File: config.mk
export PLATFORM = sky130hd
export DESIGN_NAME = key_debounce_short_long_press_unit
export DESIGN_NICKNAME = d
export VERILOG_FILES = /design/src/kdsl_pkg.sv /design/src/kdsl_cfg_regs.sv /design/src/kdsl_in_reg.sv /design/src/kdsl_core.sv /design/src/key_debounce_short_long_press_unit.sv
export SDC_FILE = /design/constraint.sdc
export NUM_CORES = 1
export LEC_CHECK = 0
export BUFFER_PORTS_ARGS = -buffer_cell sky130_fd_sc_hd__buf_2
export CORE_UTILIZATION = 51
export DETAILED_ROUTE_END_ITERATION = 12
export GPL_TIMING_DRIVEN = 1
export PLACE_DENSITY = 0.75
export SLEW_MARGIN = 40
export SYNTH_ARGS = -nofsm -noshare
export SYNTH_HDL_FRONTEND = slang
export SYNTH_HIERARCHICAL = 1
export SYNTH_SLANG_ARGS = --single-unit
File: constraint.sdc
create_clock -name clk -period 3.5 [get_ports clk]
set_input_delay 0.525 -clock clk [delete_from_list [all_inputs] [get_ports clk]]
set_output_delay 0.525 -clock clk [all_outputs]
set_load 0.05 [all_outputs]
File: src/kdsl_pkg.sv
// shared types, widths and codes for the key debounce short/long press unit
`default_nettype none
package kdsl_pkg;

  localparam int COUNT_WIDTH = 16;
  localparam int CFG_WIDTH   = 16;
  localparam int CFG_IDX_W   = 2;
  localparam int IN_TDATA_W  = 8;
  localparam int OUT_TDATA_W = 8;

  localparam logic [CFG_IDX_W-1:0] REG_DEBOUNCE      = 2'd0;
  localparam logic [CFG_IDX_W-1:0] REG_LONG_PRESS    = 2'd1;
  localparam logic [CFG_IDX_W-1:0] REG_SHORT_MAX     = 2'd2;
  localparam logic [CFG_IDX_W-1:0] REG_NEXT_TRACK_EN = 2'd3;

  localparam logic [CFG_WIDTH-1:0] DEBOUNCE_RESET   = 16'd40;
  localparam logic [CFG_WIDTH-1:0] LONG_PRESS_RESET = 16'd400;
  localparam logic [CFG_WIDTH-1:0] SHORT_MAX_RESET  = 16'd400;

  localparam logic [2:0] ACT_NONE        = 3'd0;
  localparam logic [2:0] ACT_VOL_DOWN    = 3'd1;
  localparam logic [2:0] ACT_NEXT_TRACK  = 3'd2;
  localparam logic [2:0] ACT_WAKE_UNLOCK = 3'd3;
  localparam logic [2:0] ACT_CLOSE_MENU  = 3'd4;
  localparam logic [2:0] ACT_OPEN_MENU   = 3'd5;

  localparam logic [1:0] APP_MUSIC  = 2'd1;
  localparam logic [1:0] APP_EBOOK  = 2'd2;
  localparam logic [1:0] PWR_NORMAL = 2'd0;

  typedef struct packed {
    logic       menu_is_open;
    logic [1:0] screen_power;
    logic       screen_locked;
    logic [1:0] foreground_app;
    logic       raw_level_pressed;
  } tick_t;

  typedef struct packed {
    logic       key_stable;
    logic       user_activity;
    logic [2:0] action;
  } result_t;

  typedef struct packed {
    logic [CFG_WIDTH-1:0] debounce_ticks;
    logic [CFG_WIDTH-1:0] long_press_ticks;
    logic [CFG_WIDTH-1:0] short_max_ticks;
    logic                 next_track_en;
  } cfg_t;

  function automatic logic [COUNT_WIDTH-1:0] sat_inc(input logic [COUNT_WIDTH-1:0] v);
    sat_inc = (&v) ? v : v + COUNT_WIDTH'(1);
  endfunction

endpackage
`default_nettype wire

File: src/kdsl_cfg_regs.sv
// configuration register file with write port
`default_nettype none
module kdsl_cfg_regs (
  input  wire logic                          clk,
  input  wire logic                          rst,
  input  wire logic                          cfg_we,
  input  wire logic [kdsl_pkg::CFG_IDX_W-1:0] cfg_index,
  input  wire logic [kdsl_pkg::CFG_WIDTH-1:0] cfg_data,
  output kdsl_pkg::cfg_t                     cfg
);
  import kdsl_pkg::*;

  always_ff @(posedge clk) begin
    if (rst) begin
      cfg.debounce_ticks   <= DEBOUNCE_RESET;
      cfg.long_press_ticks <= LONG_PRESS_RESET;
      cfg.short_max_ticks  <= SHORT_MAX_RESET;
      cfg.next_track_en    <= 1'b0;
    end else if (cfg_we) begin
      unique case (cfg_index)
        REG_DEBOUNCE:      cfg.debounce_ticks   <= cfg_data;
        REG_LONG_PRESS:    cfg.long_press_ticks <= cfg_data;
        REG_SHORT_MAX:     cfg.short_max_ticks  <= cfg_data;
        REG_NEXT_TRACK_EN: cfg.next_track_en    <= cfg_data[0];
        default: ;
      endcase
    end
  end
endmodule
`default_nettype wire

File: src/kdsl_in_reg.sv
// input register stage for tick beats
`default_nettype none
module kdsl_in_reg (
  input  wire logic                            clk,
  input  wire logic                            rst,
  input  wire logic                            s_tvalid,
  output      logic                            s_tready,
  input  wire logic [kdsl_pkg::IN_TDATA_W-1:0] s_tdata,
  input  wire logic                            advance,
  output      logic                            tick_valid,
  output      kdsl_pkg::tick_t                 tick
);
  import kdsl_pkg::*;

  assign s_tready = !tick_valid || advance;

  always_ff @(posedge clk) begin
    if (rst) begin
      tick_valid <= 1'b0;
    end else if (s_tready) begin
      tick_valid <= s_tvalid;
    end
  end

  always_ff @(posedge clk) begin
    if (s_tready && s_tvalid) begin
      tick <= tick_t'(s_tdata[$bits(tick_t)-1:0]);
    end
  end
endmodule
`default_nettype wire

File: src/kdsl_core.sv
// debounce and press state, action decode and result register
`default_nettype none
module kdsl_core (
  input  wire logic                             clk,
  input  wire logic                             rst,
  input  wire kdsl_pkg::cfg_t                   cfg,
  input  wire logic                             tick_valid,
  input  wire kdsl_pkg::tick_t                  tick,
  output      logic                             advance,
  output      logic                             m_tvalid,
  input  wire logic                             m_tready,
  output      logic [kdsl_pkg::OUT_TDATA_W-1:0] m_tdata
);
  import kdsl_pkg::*;

  logic                   initialized, raw_last, stable_pressed, armed;
  logic                   press_timing, long_fired;
  logic [COUNT_WIDTH-1:0] ticks_since_change, hold_ticks;

  logic                   initialized_next, raw_last_next, stable_pressed_next, armed_next;
  logic                   press_timing_next, long_fired_next;
  logic [COUNT_WIDTH-1:0] ticks_since_change_next, hold_ticks_next;
  result_t                res_next, res;
  logic                   fire;

  assign advance = !m_tvalid || m_tready;
  assign fire    = tick_valid && advance;

  always_comb begin
    initialized_next        = 1'b1;
    raw_last_next           = raw_last;
    stable_pressed_next     = stable_pressed;
    armed_next              = armed;
    press_timing_next       = press_timing;
    long_fired_next         = long_fired;
    ticks_since_change_next = sat_inc(ticks_since_change);
    hold_ticks_next         = press_timing ? sat_inc(hold_ticks) : hold_ticks;
    res_next                = '0;
    res_next.action         = ACT_NONE;

    if (!initialized) begin
      raw_last_next           = tick.raw_level_pressed;
      stable_pressed_next     = tick.raw_level_pressed;
      ticks_since_change_next = '0;
      hold_ticks_next         = '0;
      press_timing_next       = 1'b0;
      long_fired_next         = 1'b0;
      armed_next              = !tick.raw_level_pressed;
    end else if (tick.raw_level_pressed != raw_last) begin
      raw_last_next           = tick.raw_level_pressed;
      ticks_since_change_next = '0;
    end else if (tick.raw_level_pressed != stable_pressed) begin
      if (ticks_since_change_next >= cfg.debounce_ticks) begin
        stable_pressed_next = tick.raw_level_pressed;
        if (!tick.raw_level_pressed) begin
          if (!armed) begin
            armed_next = 1'b1;
          end else if (press_timing && hold_ticks_next <= cfg.short_max_ticks) begin
            if (!cfg.next_track_en) begin
              res_next.action = ACT_VOL_DOWN;
            end else if (tick.foreground_app == APP_MUSIC ||
                         tick.foreground_app == APP_EBOOK) begin
              res_next.action = ACT_NEXT_TRACK;
            end
          end
          press_timing_next = 1'b0;
          long_fired_next   = 1'b0;
        end else if (armed) begin
          press_timing_next      = 1'b1;
          hold_ticks_next        = '0;
          long_fired_next        = 1'b0;
          res_next.user_activity = 1'b1;
        end
      end
    end else if (armed && stable_pressed && press_timing && !long_fired &&
                 hold_ticks_next >= cfg.long_press_ticks) begin
      long_fired_next = 1'b1;
      priority if (tick.screen_locked || tick.screen_power != PWR_NORMAL) begin
        res_next.action = ACT_WAKE_UNLOCK;
      end else if (tick.menu_is_open) begin
        res_next.action = ACT_CLOSE_MENU;
      end else if (tick.foreground_app == APP_MUSIC) begin
        res_next.action = ACT_OPEN_MENU;
      end else begin
        res_next.action = ACT_NONE;
      end
    end

    res_next.key_stable = stable_pressed_next;
  end

  always_ff @(posedge clk) begin
    if (rst) begin
      initialized        <= 1'b0;
      raw_last           <= 1'b0;
      stable_pressed     <= 1'b0;
      armed              <= 1'b0;
      press_timing       <= 1'b0;
      long_fired         <= 1'b0;
      ticks_since_change <= '0;
      hold_ticks         <= '0;
    end else if (fire) begin
      initialized        <= initialized_next;
      raw_last           <= raw_last_next;
      stable_pressed     <= stable_pressed_next;
      armed              <= armed_next;
      press_timing       <= press_timing_next;
      long_fired         <= long_fired_next;
      ticks_since_change <= ticks_since_change_next;
      hold_ticks         <= hold_ticks_next;
    end
  end

  always_ff @(posedge clk) begin
    if (rst) begin
      m_tvalid <= 1'b0;
    end else if (advance) begin
      m_tvalid <= tick_valid;
    end
  end

  always_ff @(posedge clk) begin
    if (fire) begin
      res <= res_next;
    end
  end

  assign m_tdata = OUT_TDATA_W'(res);
endmodule
`default_nettype wire

File: src/key_debounce_short_long_press_unit.sv
// Key debouncer with short and long press detection. One tick beat enters per
// clock cycle while m_tready does not hold the output, and gives exactly one
// result beat via the input register and then the result register, with the state
// updated between them. Configuration writes take effect at once and are meant
// to be made while no beat is in flight.
`default_nettype none
module key_debounce_short_long_press_unit (
  input  wire logic                             clk,
  input  wire logic                             rst,
  input  wire logic                             cfg_we,
  input  wire logic [kdsl_pkg::CFG_IDX_W-1:0]   cfg_index,
  input  wire logic [kdsl_pkg::CFG_WIDTH-1:0]   cfg_data,
  input  wire logic                             s_tvalid,
  output      logic                             s_tready,
  // raw_level_pressed, foreground_app[1:0], screen_locked, screen_power[1:0],
  // menu_is_open, pad
  input  wire logic [kdsl_pkg::IN_TDATA_W-1:0]  s_tdata,
  output      logic                             m_tvalid,
  input  wire logic                             m_tready,
  // action[2:0], user_activity, key_stable, pad[2:0]
  output      logic [kdsl_pkg::OUT_TDATA_W-1:0] m_tdata
);
  import kdsl_pkg::*;

  cfg_t  cfg;
  tick_t tick;
  logic  tick_valid;
  logic  advance;

  kdsl_cfg_regs u_cfg (
    .clk       (clk),
    .rst       (rst),
    .cfg_we    (cfg_we),
    .cfg_index (cfg_index),
    .cfg_data  (cfg_data),
    .cfg       (cfg)
  );

  kdsl_in_reg u_in (
    .clk        (clk),
    .rst        (rst),
    .s_tvalid   (s_tvalid),
    .s_tready   (s_tready),
    .s_tdata    (s_tdata),
    .advance    (advance),
    .tick_valid (tick_valid),
    .tick       (tick)
  );

  kdsl_core u_core (
    .clk        (clk),
    .rst        (rst),
    .cfg        (cfg),
    .tick_valid (tick_valid),
    .tick       (tick),
    .advance    (advance),
    .m_tvalid   (m_tvalid),
    .m_tready   (m_tready),
    .m_tdata    (m_tdata)
  );
endmodule
`default_nettype wire

# --- After elaboration in Yosys (flattened, before gate mapping) ---
# Cells that the tools add are included.
word_totals:
  regBits: 101
  word_cells: 123
  input_bits: 31
classes:
  bitwise_logic: 4
  n_reduce_logical: 29
  n_mux: 47
  eq_ne: 16
  n_addsub: 2
  n_lt_le_gt_ge: 3
ops:
  columns: ["op", "n"]
  rows:
  - ["two-way mux 16 bit", 11]
  - ["adder 16 x 1 -> 16 bit, second input constant", 2]
  - ["greater-or-equal comparator 16 bit", 2]
  - ["AND reduction 16 bit", 2]
  - ["two-way mux 3 bit", 10]
  - ["two-way mux 1 bit", 25]
  - ["<= comparator 16 bit", 1]
  - ["AND reduction 5 bit", 3]
  - ["!= test 2 bit, second input constant", 5]
  - ["AND reduction 2 bit", 5]
  - ["!= test 3 bit, second input constant", 3]
  - ["logical AND 1 bit", 7]
  - ["== test 2 bit, second input constant", 3]
  - ["OR reduction 5 bit", 1]
  - ["== test 2 x 1 -> 1 bit, second input constant", 2]
  - ["logical NOT 1 bit", 4]
  - ["logical OR 1 bit", 4]
  - ["!= test 4 bit, second input constant", 1]
  - ["NOT 1 bit", 4]
  - ["logical NOT 2 bit", 1]
  - ["two-way mux 2 bit", 1]
  - ["!= test 1 bit", 2]
  - ["nonzero test 2 bit", 1]
  - ["OR reduction 2 bit", 1]

# --- Longest topological paths before layout ---
# Gate-level depths: netlist of the first run.
depth:
  word_depth: 10
  mapped_depth: 15

# --- Modules after synthesis ---
# The synthesis of the first run kept the hierarchy.
modules_own_cells:
  columns: ["mod", "instances", "area_per_inst_um2", "cells_each"]
  rows:
  - ["kdsl_core", 1, 3858.7, 495]
  - ["kdsl_cfg_regs", 1, 1986.9, 186]
  - ["kdsl_in_reg", 1, 265.3, 12]

# --- Worst setup path before layout of the first run ---
# OpenSTA, ideal clock, no wires.
synth_path:
  kind: "flip-flop to flip-flop"
  from: "register u_core.ticks_since_change[0]"
  to: "register u_core.hold_ticks[10]"
  stages_incl_launch_ff: 14
  t_arrival_ps: 3265
  path_slack_ps: 175
  setup_ps: 60
  required_time_ps: 3440
  cell_sequence: "dfxtp_1 > ha_1 > nand3_2 > or4_1 > buf_2 > xnor2_1 > ha_1 > nand2b_1 > a2111o_1 > a31oi_2 > a21oi_1 > nor3_4 > buf_4 > a22o_1"
synth_via:
  elab_chain_len: 7
  elab_cells_between_ends: 8
  classes_between: "add/sub: 1; order compare: 1; mux: 5; reduce/logical: 1"
synth_rtl:
  columns: ["item", "line", "text"]
  rows:
  - ["start, declared", "kdsl_core.sv:18", "logic [COUNT_WIDTH-1:0] ticks_since_change, hold_ticks;"]
  - ["start signal, assigned", "kdsl_core.sv:109", "ticks_since_change <= ticks_since_change_next;"]
  - ["adder 16 x 1 -> 16 bit or AND reduction 16 bit (tied branches)", "kdsl_pkg.sv:53", "sat_inc = (&v) ? v : v + COUNT_WIDTH'(1);"]
  - ["two-way mux 16 bit *", "kdsl_pkg.sv:53", null]
  - ["greater-or-equal comparator 16 bit *", "kdsl_core.sv:53", "if (ticks_since_change_next >= cfg.debounce_ticks) begin"]
  - ["two-way mux 16 bit *", "kdsl_core.sv:53", null]
  - ["two-way mux 16 bit *", "kdsl_core.sv:52", "end else if (tick.raw_level_pressed != stable_pressed) begin"]
  - ["two-way mux 16 bit *", "kdsl_core.sv:49", "end else if (tick.raw_level_pressed != raw_last) begin"]
  - ["two-way mux 16 bit *", "kdsl_core.sv:41", "if (!initialized) begin"]
  - ["end signal, assigned", "kdsl_core.sv:110", "hold_ticks <= hold_ticks_next;"]
  - ["end, declared", "kdsl_core.sv:18", null]
# Mark *: on every way between the ends. The rest lies on a longest branch, timed or not.
# A chain may end at the register's enable or synchronous reset.

# --- Worst setup path in the final report of the first run ---
layout_path:
  from: "register u_core.ticks_since_change[5]"
  to: "register u_core.res, in the netlist u_core/m_tdata[1], data pin"
layout_via:
  elab_chain_len: 5
  elab_cells_between_ends: 6
  classes_between: "add/sub: 1; order compare: 1; mux: 3; reduce/logical: 1"
layout_rtl:
  columns: ["item", "line", "text"]
  rows:
  - ["adder 16 x 1 -> 16 bit or AND reduction 16 bit (tied branches)", "kdsl_pkg.sv:53", null]
  - ["two-way mux 16 bit *", "kdsl_pkg.sv:53", null]
  - ["greater-or-equal comparator 16 bit *", "kdsl_core.sv:53", null]
  - ["two-way mux 3 bit *", "kdsl_core.sv:53", null]
  - ["two-way mux 3 bit *", "kdsl_core.sv:52", null]
  - ["end signal, assigned", "kdsl_core.sv:124", "res <= res_next;"]
  - ["end, declared", "kdsl_core.sv:23", "result_t res_next, res;"]
# Marks and branches as above.

==> results of run 1 <==
## flip-flops by register name, indices dropped and copies added, names as in the netlist
signal	flops
u_core/m_tvalid	1
u_core/raw_last	1
u_core/stable_pressed	1
u_core/press_timing	1
u_core/ticks_since_change	16
u_core/initialized	1
u_core/hold_ticks	16
u_core/long_fired	1
u_in/tick	7
u_core/armed	1
u_in/tick_valid	1
u_core/m_tdata	5
u_cfg/cfg	49
## synth_stat cells, types with 8 or more instances
| master | instances |
|---|---|
| nor2_1 | 50 |
| nor4_1 | 8 |
| xnor2_1 | 14 |
| a21oi_1 | 34 |
| clkbuf_1 | 13 |
| buf_2 | 8 |
| nand3_1 | 22 |
| a31oi_1 | 10 |
| nand4_1 | 12 |
| nand2b_1 | 61 |
| inv_1 | 56 |
| ha_1 | 51 |
| a22o_1 | 13 |
| edfxtp_1 | 12 |
| nor3_1 | 9 |
| nand2_1 | 46 |
| mux2i_1 | 49 |
| dfxtp_1 | 89 |
| o21ai_0 | 24 |
## metrics by stage
stage	instance area, sq um	hold WS (ns)	setup TNS [ns]	worst slack [ns]
after floorplan	6118	0.4487	0	0.1750
after detailed placement	6604	0.4645	-0.1185	-0.06584
after global routing	7051	0.3402	-0.07182	-0.03188
after CTS	6944	0.3415	0	0.008530
after global placement	6579	0.4617	0	0.05584
final	7051	0.3477	0	0.09668
## layout make-up
type	count	share of cell area, %
clock buffer	12	3.798
clock inverter	4	0.7453
inverter	58	3.088
multi-input combinational	507	52.64
sequential	101	30.47
tap	143	2.538
timing repair buffer	73	6.726
## worst min-delay path by stage
stage,slack (ns),cells after the start,from,to
after detailed placement,0.46,2,u_cfg/cfg[31],u_cfg/cfg[31]
after CTS,0.34,1,s_tdata[4],u_in/tick[4]
after global placement,0.46,2,u_cfg/cfg[31],u_cfg/cfg[31]
after global routing,0.34,1,s_tdata[4],u_in/tick[4]
after floorplan,0.45,2,u_cfg/cfg[20],u_cfg/cfg[20]
final,0.35,1,s_tdata[4],u_in/tick[4]
## cells in the final DEF, fill, tap and decap left out, types with 4 or more instances in the layout
cell type / synthesis / layout
dfxtp_1: 89 / 84
nand2b_1: 61 / 61
inv_1: 56 / 56
ha_1: 51 / 50
mux2i_1: 49 / 49
nor2_1: 50 / 47
nand2_1: 46 / 44
buf_2: 8 / 36
buf_4: 6 / 35
a21oi_1: 34 / 33
o21ai_0: 24 / 24
nand3_1: 22 / 18
xnor2_1: 14 / 14
a22o_1: 13 / 13
nand4_1: 12 / 12
edfxtp_1: 12 / 12
clkbuf_16: 0 / 10
a31oi_1: 10 / 9
nor3_1: 9 / 9
nor4_1: 8 / 8
xor2_1: 7 / 7
a21o_1: 7 / 7
a22oi_1: 6 / 6
nand3_2: 1 / 5
dfxtp_2: 0 / 5
nand2_2: 2 / 4
or3_1: 4 / 4
a211oi_1: 4 / 4
## power by group
| part | switching [W] | internal [W] | total, W |
|---|---|---|---|
| clock network | 0.000450 | 0.000621 | 0.00107 |
| logic | 0.000146 | 0.0000909 | 0.000237 |
| registers | 0.0000216 | 0.00120 | 0.00122 |
## critical path: stages, from the launching register on
cell and delay [ns]:
dfxtp_1 0.37, and3_4 0.22, nand3_2 0.10, or4_4 0.55
nand4_2 0.14, xnor2_1 0.09, ha_1 0.29, nand4_1 0.13
nor3_2 0.23, a31oi_2 0.17, and2_4 0.20, or4_4 0.53
o41ai_2 0.21
## cells by family after synthesis
kind of cell / after synthesis
other cells: 1
compound gates: 133
fa+ha+maj: 51
simple gates: 247
mux: 52
flops: 101
xor+xnor: 21
buf+inv: 87
## timing repair
item | 4_1_cts | 5_1_grt
pin swaps | 0 | 9
setup buffers | 0 | 4
resized for setup | 2 | 22
setup endpoints to repair | 2 | 23
## layer usage
metal	track usage, %	vias up	part of all wire [%]
met2	40.71	138	47
met4	11.44	0	3.0
met1	31.22	2529	46
met3	2.885	34	3.9
li1	-	2566	-
met5	0	-	0
==> impl_results.md, run 1 <==
* Post-detailed-route DRC marker count at 2
* Post-synth ARST share at 0%
* Class of the most critical hold timing path: in2reg
* Max Cap Viol at 0
* Initial antenna violation count at 0
* Die ar. at 12420 sq um
* Simple logic cell fraction of the synthesized area at 22.07%
* Number of top-level design ports at 41
* Library cell with the largest summed area after synthesis: dfxtp_1
* H-tree level count at 3
* Final cycle utilization of the critical path at 97.24%
* Yosys top cell area share at 29.16%
* Source of the worst register-to-register timing path: u_core/ticks_since_change[5]
* Mean number of vias per cell at 5.865
* Failing checks: DRC
* Leakage dissipation at about 3 nW
* Number of flops mapped to enable cells by yosys at 12
* Post-layout net count at 832
* Clock latency on the worst-skew pair at around 0.35 ns
* CTS Buf Count at 9
* Clk_skew at a little under 0.006 ns
* Final min period at approximately 3.4 ns
* Critical path data required time at 3.67 ns
* Share of final-layout standard cells stronger than drive strength 1 at 17.75%
* Count of vias placed by the detailed router at about 5.3k
* Arr. time, crit path at roughly 3.6 ns
* Yosys warning total at 6
* Avg Synthesized Cell Area at 8.818 sq um
* Ranking of synthesized cells by area: dfxtp_1, ha_1, mux2i_1
* Area of the multi-input gates at 3711 sq um
* Worst voltage drop across the vdd grid at ~0.00022 V
* Total congestion overflow at 0
* Number of distinct library cell variants in the gate-level netlist after synthesis at 74
* GRT Overall Usage at 24.27%
* Final weighted congestion in routability-driven placement at 0.9287
* Pin count of the biggest net entering global routing at 68
* Number of antenna diodes at 0
* Final hold viol count at 0
* Fillcell total at ~960
* Placement Rows at 39
* Run status: finished with violations
* Die outline height at 111.5 um
* Violation count after the first detailed-route iteration at 297
* Capturing element of the worst setup path: u_core/m_tdata[1]
* Number of global-route vias before repair at roughly 5.2k
* Synthesis-to-finish area growth at 15.38%
* Cells after synthesis at between 600 and 700
* Wirelength per Cell at 16.46 um
* HPWL reported at the end of detailed placement at 10850 um
* Total power of the final layout at 0.002533 W
* Cell area after synthesis at between 6000 and 7000 sq um
* Power density over the cells at 359.2 nW/um^2
* CTS hold repair buffers at 0
* Port Buffers at 36
* Post-synth top flop: dfxtp_1
* R2R Path End: u_core/m_tdata[1]
* Combined flip-flop and latch cell area at about 2100 sq um
* Setup crit end kind: flip-flop
* Number of buffers between clock root and the deepest sink at 2
* Startpoint class of the critical path: flip-flop
* Number of search-and-repair iterations in the first detailed-routing pass at 9
* Max-slew headroom at 51.18%
* Number of sinks driven by the clock tree at slightly above 100
* Share of the core filled with cells in the final layout at a little over 60%
* Max Clock Freq at between 0.2 and 0.3 GHz
* Root buffer cell: clkbuf_16
* Critical Setup Path Class: reg2reg
* Flops & latches, synth at 101
* Clk slew on worst S/H paths at 0.07 ns
* Number of nets still failing antenna checks after routing at 0
* Largest family of logic cells by synthesized area: simple AND/OR/NAND/NOR gates
* Post-synthesis share of cell area spent on full adders, half adders and majority gates at between 10% and 20%
* Placeable core area at roughly 12000 sq um
* Share of cell area taken by muxes after synthesis at about 8.6%
* Tightest Pin Transition at 0.7323 ns
* Path depth of the worst reg2reg path at 12
* Proportion of synthesized chip area in sequential cells at 35.05%
* Setup Viol. Count Final at 0
* CTS tree: yes
* Total instance count after detailed placement at 878
* Internal reg-to-reg setup slack at 0.1 ns
* Worst-path maximum fanout at 4
* Wire length of the first global-routing pass at around 24000 um
* Max Transition Viols Final at 0
* Total Wirelength at 14780 um
* Die boundary width at 111.5 um
* Final Non-Filler Cells at about 900
* Launching element of the worst setup path: u_core/ticks_since_change[5]
* Starting utilization of the core area at 52.84%
* Xor and xnor area share after synthesis at 3.010%
* Share of the synthesized area in compound gates (AO/OA/AOI/OAI) at 14.78%
(Power assumes the default switching activity.)
==> inputs of run 2 (changes only) <==
--- a/config.mk
+++ b/config.mk
@@ -10,6 +10,7 @@
 export DETAILED_ROUTE_END_ITERATION = 12
 export GPL_TIMING_DRIVEN = 1
 export PLACE_DENSITY = 0.75
+export RECOVER_POWER = 50
 export SLEW_MARGIN = 40
 export SYNTH_ARGS = -nofsm -noshare
 export SYNTH_HDL_FRONTEND = slang
==> impl_results.md, run 2 (synthesis results as in run 1) <==
* Class of the most critical hold timing path: in2reg
* Starting utilization of the core area at 52.84%
* Die outline height at 111.5 um
* Post-layout net count at 832
* Final min period at 3.391 ns
* Buffer and inverter count on the worst path at 1
* Post-detailed-route DRC marker count at 2
* Total instance count after detailed placement at between 800 and 900
* Startpoint class of the critical path: flip-flop
* Area of the multi-input gates at 3701 sq um
* Most common cell after layout, fill and taps aside: dfxtp_1
* Max Cap Viol at 0
* Number of antenna diodes at 0
* Failing checks: DRC
* Setup Viol. Count Final at 0
* Run status: finished with violations
* Max Clock Freq at 0.2949 GHz
* Die ar. at approximately 12000 sq um
* Placement Rows at 39
* CTS tree: yes
* Critical Path Max Stage Delay at 0.53 ns
* Fin Setup TNS at 0 ns
* Number of search-and-repair iterations in the first detailed-routing pass at 9
* Final weighted congestion in routability-driven placement at 0.9287
* Worst-path maximum fanout at 7
* Setup crit end kind: flip-flop
* Critical path data required time at 3.67 ns
* Max-slew headroom at between 10% and 20%
* Max reg flops at approximately 50
* Number of buffers between clock root and the deepest sink at 2
* Clock latency on the worst-skew pair at 0.35 ns
* Top library cells by usage in the layout, fill and taps aside: dfxtp_1, nand2b_1, inv_1, ha_1, mux2i_1
* Instance area at placement at 6604 sq um
* Clk slew on worst S/H paths at approximately 0.07 ns
* HPWL reported at the end of detailed placement at 10850 um
* Violation count after the first detailed-route iteration at between 300 and 400
* Root buffer cell: clkbuf_16
* Setup slack after placement at -0.06584 ns
* CTS hold repair buffers at 0
* Register with the highest flop count: u_cfg/cfg
* Synthesis-to-finish area growth at 15.01%
* Max Transition Viols Final at 0
* Power density over the cells at around 360 nW/um^2
* Fillcell total at just under 1k
* Total congestion overflow at 0
* Number of sinks driven by the clock tree at 101
* Sequence of cells on the critical path: ha_4 > nand2_2 > nor3_2 > buf_4 > a21oi_4 > nand3_2 > xnor2_1 > ha_1 > nand4_1 > nor3_2 > a31oi_2 > and2_4 > or4_4 > o41ai_2
* Wire length of the first global-routing pass at 24210 um
* Largest delay share family, worst path: simple AND/OR/NAND/NOR gates
* GRT Overall Usage at 24.27%
* Arr. time, crit path at 3.56 ns
* Leakage dissipation at 2.962 nW
* Post-route design area at 7028 sq um
* CTS Buf Count at 9
* Mean number of vias per cell at a little under 6
* Worst voltage drop across the vdd grid at approximately 0.00022 V
* Die boundary width at 111.5 um
* Final hold viol count at 0
* Total Wirelength at 14730 um
* Combined flip-flop and latch cell area at 2148 sq um
* Share of final-layout standard cells stronger than drive strength 1 at between 10% and 20%
* Final cycle utilization of the critical path at a little over nine tenths
* Biggest registers after layout: u_cfg/cfg (49), u_core/hold_ticks (16), u_core/ticks_since_change (16)
* Port Buffers at 36
* Tightest Pin Transition at approximately 1.2 ns
* Placeable core area at ~12000 sq um
* Pin count of the biggest net entering global routing at 68
* Worst setup margin at 0.1093 ns
* Final Non-Filler Cells at around 900
* Critical Setup Path Class: reg2reg
* Number of global-route vias before repair at 5179
* Number of top-level design ports at 41
* Crit path max-delay cell type: or4_4
* Clk_skew at 0.006028 ns
* Number of nets still failing antenna checks after routing at 0
* Count of vias placed by the detailed router at between 5k and 6k
* Total power of the final layout at 0.002529 W
* Initial antenna violation count at 0
* H-tree level count at 3
* Wirelength per Cell at 16.40 um
* Most frequent CP cell: nor3_2
-- run 2: cell count changes in the layout (fill, tap and decap cells not counted), sizes merged --
| cell | previous run | this run |
|---|---|---|
| buf | 73 | 64 |
| clkbuf | 12 | 21 |
-- run 2: timing repair --
action                     CTS  global route
gates cloned                 0             0
pin swaps                    0             9
setup endpoints to repair    2            23
gates resized for setup      2            22
buffers inserted             0             4
-- run 2: final cells by class --
cell class | count | share of cell area (%)
clock buffer | 12 | 3.810
clock inverter | 4 | 0.7477
inverter | 58 | 3.098
multi-input combinational | 507 | 52.66
sequential | 101 | 30.57
tap | 143 | 2.546
timing repair buffer | 73 | 6.569
-- run 2: where the power goes --
| group | internal (W) | switching (W) |
|---|---|---|
| Sequential | 0.00120 | 0.0000213 |
| Combinational | 0.0000891 | 0.000145 |
| Clock | 0.000621 | 0.000449 |
-- run 2: stage by stage --
step	util [%]	hold slack, ns
2_1_floorplan	-	0.4487
3_3_place_gp	56.89	0.4617
3_5_place_dp	57.10	0.4645
4_1_cts	60.05	0.3415
5_1_grt	60.77	0.3402
6_report	60.77	0.3470
-- run 2: final timing paths --
check | slack, ns | from | end | cells after the start
min reg2reg | 0.47 | u_in/tick_valid | u_core/m_tvalid | 2
max reg2reg | 0.11 | u_core/ticks_since_change[1] | u_core/m_tdata[1] | 14
max | 0.11 | u_core/ticks_since_change[1] | u_core/m_tdata[1] | 14
min | 0.35 | s_tdata[4] | u_in/tick[4] | 1
-- run 2: routing by layer --
| layer | wire length (um) | vias up | GRT usage, % |
|---|---|---|---|
| met5 | 0 | - | 0 |
| met4 | 439 | 0 | 11.44 |
| met3 | 603 | 33 | 2.885 |
| met2 | 7020 | 133 | 40.71 |
| met1 | 6662 | 2505 | 31.22 |
| li1 | - | 2568 | - |
==> inputs of run 3 (changes only) <==
--- a/config.mk
+++ b/config.mk
@@ -14,5 +14,4 @@
 export SLEW_MARGIN = 40
 export SYNTH_ARGS = -nofsm -noshare
 export SYNTH_HDL_FRONTEND = slang
-export SYNTH_HIERARCHICAL = 1
 export SYNTH_SLANG_ARGS = --single-unit
==> impl_results.md, run 3 <==
* Tightest Pin Transition at 1.148 ns
* Top library cells by usage in the layout, fill and taps aside: nand2_1, dfxtp_1, a21oi_1, inv_1, ha_1
* Max-slew headroom at around 23%
* Power density over the cells at 369.2 nW/um^2
* Placement Rows at 38
* Total congestion overflow at 0
* Clock latency on the worst-skew pair at 0.35 ns
* Die ar. at 11940 sq um
* Mean number of vias per cell at 5.848
* Start point of the worst min-delay path: s_tdata[4]
* Post-detailed-route DRC marker count at 0
* Run status: finished clean
* Yosys warning total at 0
* Port Buffers at 36
* Max Cap Viol at 0
* Worst-case hold slack at 0.3462 ns
* CTS tree: yes
* Die boundary width at 109.3 um
* Total net switching power at 0.0006259 W
* Final hold viol count at 0
* CTS hold repair buffers at 0
* Internal portion of total power at ~0.0019 W
* Max reg flops at around 50
* Total instance count after detailed placement at 904
* Class of the most critical hold timing path: in2reg
* Startpoint class of the critical path: flip-flop
* Register with the highest flop count: u_cfg.cfg
* Setup crit end kind: flip-flop
* Critical Setup Path Class: reg2reg
* Fin Setup TNS at 0 ns
* Final cycle utilization of the critical path at 96.14%
* HPWL reported at the end of detailed placement at 10880 um
* Path depth of the worst reg2reg path at 15
* Number of sinks driven by the clock tree at 101
* Clk_skew at just over 0.006 ns
* Worst-path maximum fanout at 6
* Number of antenna diodes at 0
* Most common cell after layout, fill and taps aside: nand2_1
* GRT Overall Usage at 26.38%
* Starting utilization of the core area at 53.20%
* Instance area at placement at 6331 sq um
* Violation count after the first detailed-route iteration at approximately 280
* Initial antenna violation count at 0
* Die outline height at ~110 um
* Post-synth top flop: dfxtp_1
* Post-layout net count at 860
* Max Clock Freq at a little under 0.3 GHz
* Pin count of the biggest net entering global routing at 52
* Total Wirelength at 15040 um
* Post-route design area at between 6000 and 7000 sq um
* Number of buffers between clock root and the deepest sink at 2
* Number of flops mapped to enable cells by yosys at 12
* Number of nets still failing antenna checks after routing at 0
* Count leader, synth: nand2_1
* Arr. time, crit path at 3.47 ns
* Final weighted congestion in routability-driven placement at 0.9520
* Wirelength per Cell at around 16 um
* Launching element of the worst setup path: u_core.ticks_since_change[1]
* Most numerous cell types in the synthesized netlist: nand2_1, dfxtp_1, a21oi_1
* Final min period at 3.365 ns
* H-tree level count at 3
* Number of cells on the worst hold path at 1
* Library cell with the largest summed area after synthesis: dfxtp_1
* Avg Synthesized Cell Area at 8.083 sq um
* Worst voltage drop across the vdd grid at about 0.00026 V
* Total power of the final layout at roughly 0.0025 W
* Final Non-Filler Cells at 922
* Cells after synthesis at 726
* Switching power share of the total at 25.09%
* Leakage dissipation at 2.782 nW
* Flops & latches, synth at a little over 100
* Share of total power in the clock network at 42.8%
* Proportion of synthesized chip area in sequential cells at between 30 and 40%
* Number of global-route vias before repair at 5041
* Combinational group share of total power at under 10%
* Ranking of synthesized cells by area: dfxtp_1, ha_1, nand2_1
* Setup Viol. Count Final at 0
* Power share of the sequential group at 48.9%
* Number of distinct library cell variants in the gate-level netlist after synthesis at slightly below 70
* Post-synth ARST share at 0%
* Source of the worst register-to-register timing path: u_core.ticks_since_change[1]
* Share of final-layout standard cells stronger than drive strength 1 at between 10% and 20%
* Number of top-level design ports at 41
* Max Transition Viols Final at 0
* Critical path data required time at 3.61 ns
* Root buffer cell: clkbuf_16
* Placeable core area at 11030 sq um
* Synthesis-to-finish area growth at 15.16%
* Number of search-and-repair iterations in the first detailed-routing pass at 5
* Count of vias placed by the detailed router at 5392
* Clk slew on worst S/H paths at 0.07 ns
* Wire length of the first global-routing pass at 24230 um
* CTS Buf Count at 9
* Biggest registers after layout: u_cfg.cfg (49), u_core.hold_ticks (16), u_core.ticks_since_change (16)
* Yosys top cell area share at 30.36%
* Cell area after synthesis at 5868 sq um
run 3: cell count changes after synthesis, moves of 8 or more:
cell      delta
nand2_1     +84
nor2_1      -10
nand2b_1    -53
and3_1      +11
mux2i_1     -47
a21oi_1     +50
clkbuf_1     +8
run 3: stage by stage:
step | utilization, % | worst slack [ns]
2_1_floorplan | - | 0.2155
3_3_place_gp | 57.37 | 0.1412
3_5_place_dp | 57.40 | 0.02579
4_1_cts | 60.30 | 0.006278
5_1_grt | 61.26 | -0.04249
6_report | 61.26 | 0.1353
run 3: power by group through the flow:
stage | Clock (W) | Sequential (W) | Combinational, W
after floorplan | 0 | 0.00125 | 0.000127
after global placement | 0 | 0.00124 | 0.000192
after detailed placement | 0 | 0.00125 | 0.000200
after CTS | 0.00108 | 0.00122 | 0.000202
after global routing | 0.00112 | 0.00122 | 0.000230
final | 0.00107 | 0.00122 | 0.000207
run 3: worst max-delay path, cell delays in order, from the launching register on:
cell and delay [ns]:
dfxtp_1 0.38, ha_4 0.18, nand3_1 0.12, nor4_4 0.31
buf_4 0.19, a21oi_4 0.08, nand2_1 0.11, xnor2_1 0.17
ha_1 0.31, a21oi_2 0.15, nor3_2 0.06, nor4_2 0.36
buf_4 0.20, and2_4 0.15, nor3_2 0.06, a32o_1 0.27
run 3: repair_timing:
action,CTS,global route
gates resized for setup,0,26
setup buffers,0,2
setup endpoints to repair,0,20
run 3: final cells by class:
type | instances | area, sq um
fillers | 971 | 4273
multi-input cells | 534 | 3452
flip-flops and latches | 101 | 2150
repair buffers | 71 | 435.4
clock buffers | 11 | 252.7
inverters | 60 | 225.2
well taps | 140 | 175.2
clock inverters | 5 | 67.56
run 3: kinds of logic (layout without fill, tap and decap cells):
group	after synthesis	in the layout	synth area share, %
buffers and inverters	93	147	6.397
adders and majority gates	52	52	11.09
AOI/OAI and AO/OA	179	179	19.47
DFF	101	101	36.50
xor gates and xnor gates	16	16	2.388
muxes	4	4	0.7249
other	1	3	0.06390
and+or+nand+nor	280	280	23.37
run 3: worst paths after layout:
path                             to  slack [ns]
hold reg to reg       u_cfg.cfg[20]        0.46
hold / removal         u_in.tick[4]        0.35
setup reg to reg  u_core.m_tdata[0]        0.14
setup / recovery  u_core.m_tdata[0]        0.14
run 3: metal layers:
layer  global-route usage (%)  share of wire, %
met3                    3.706               4.5
met5                        0                 0
met4                    11.14               2.3
met2                    43.98                49
met1                    34.04                45
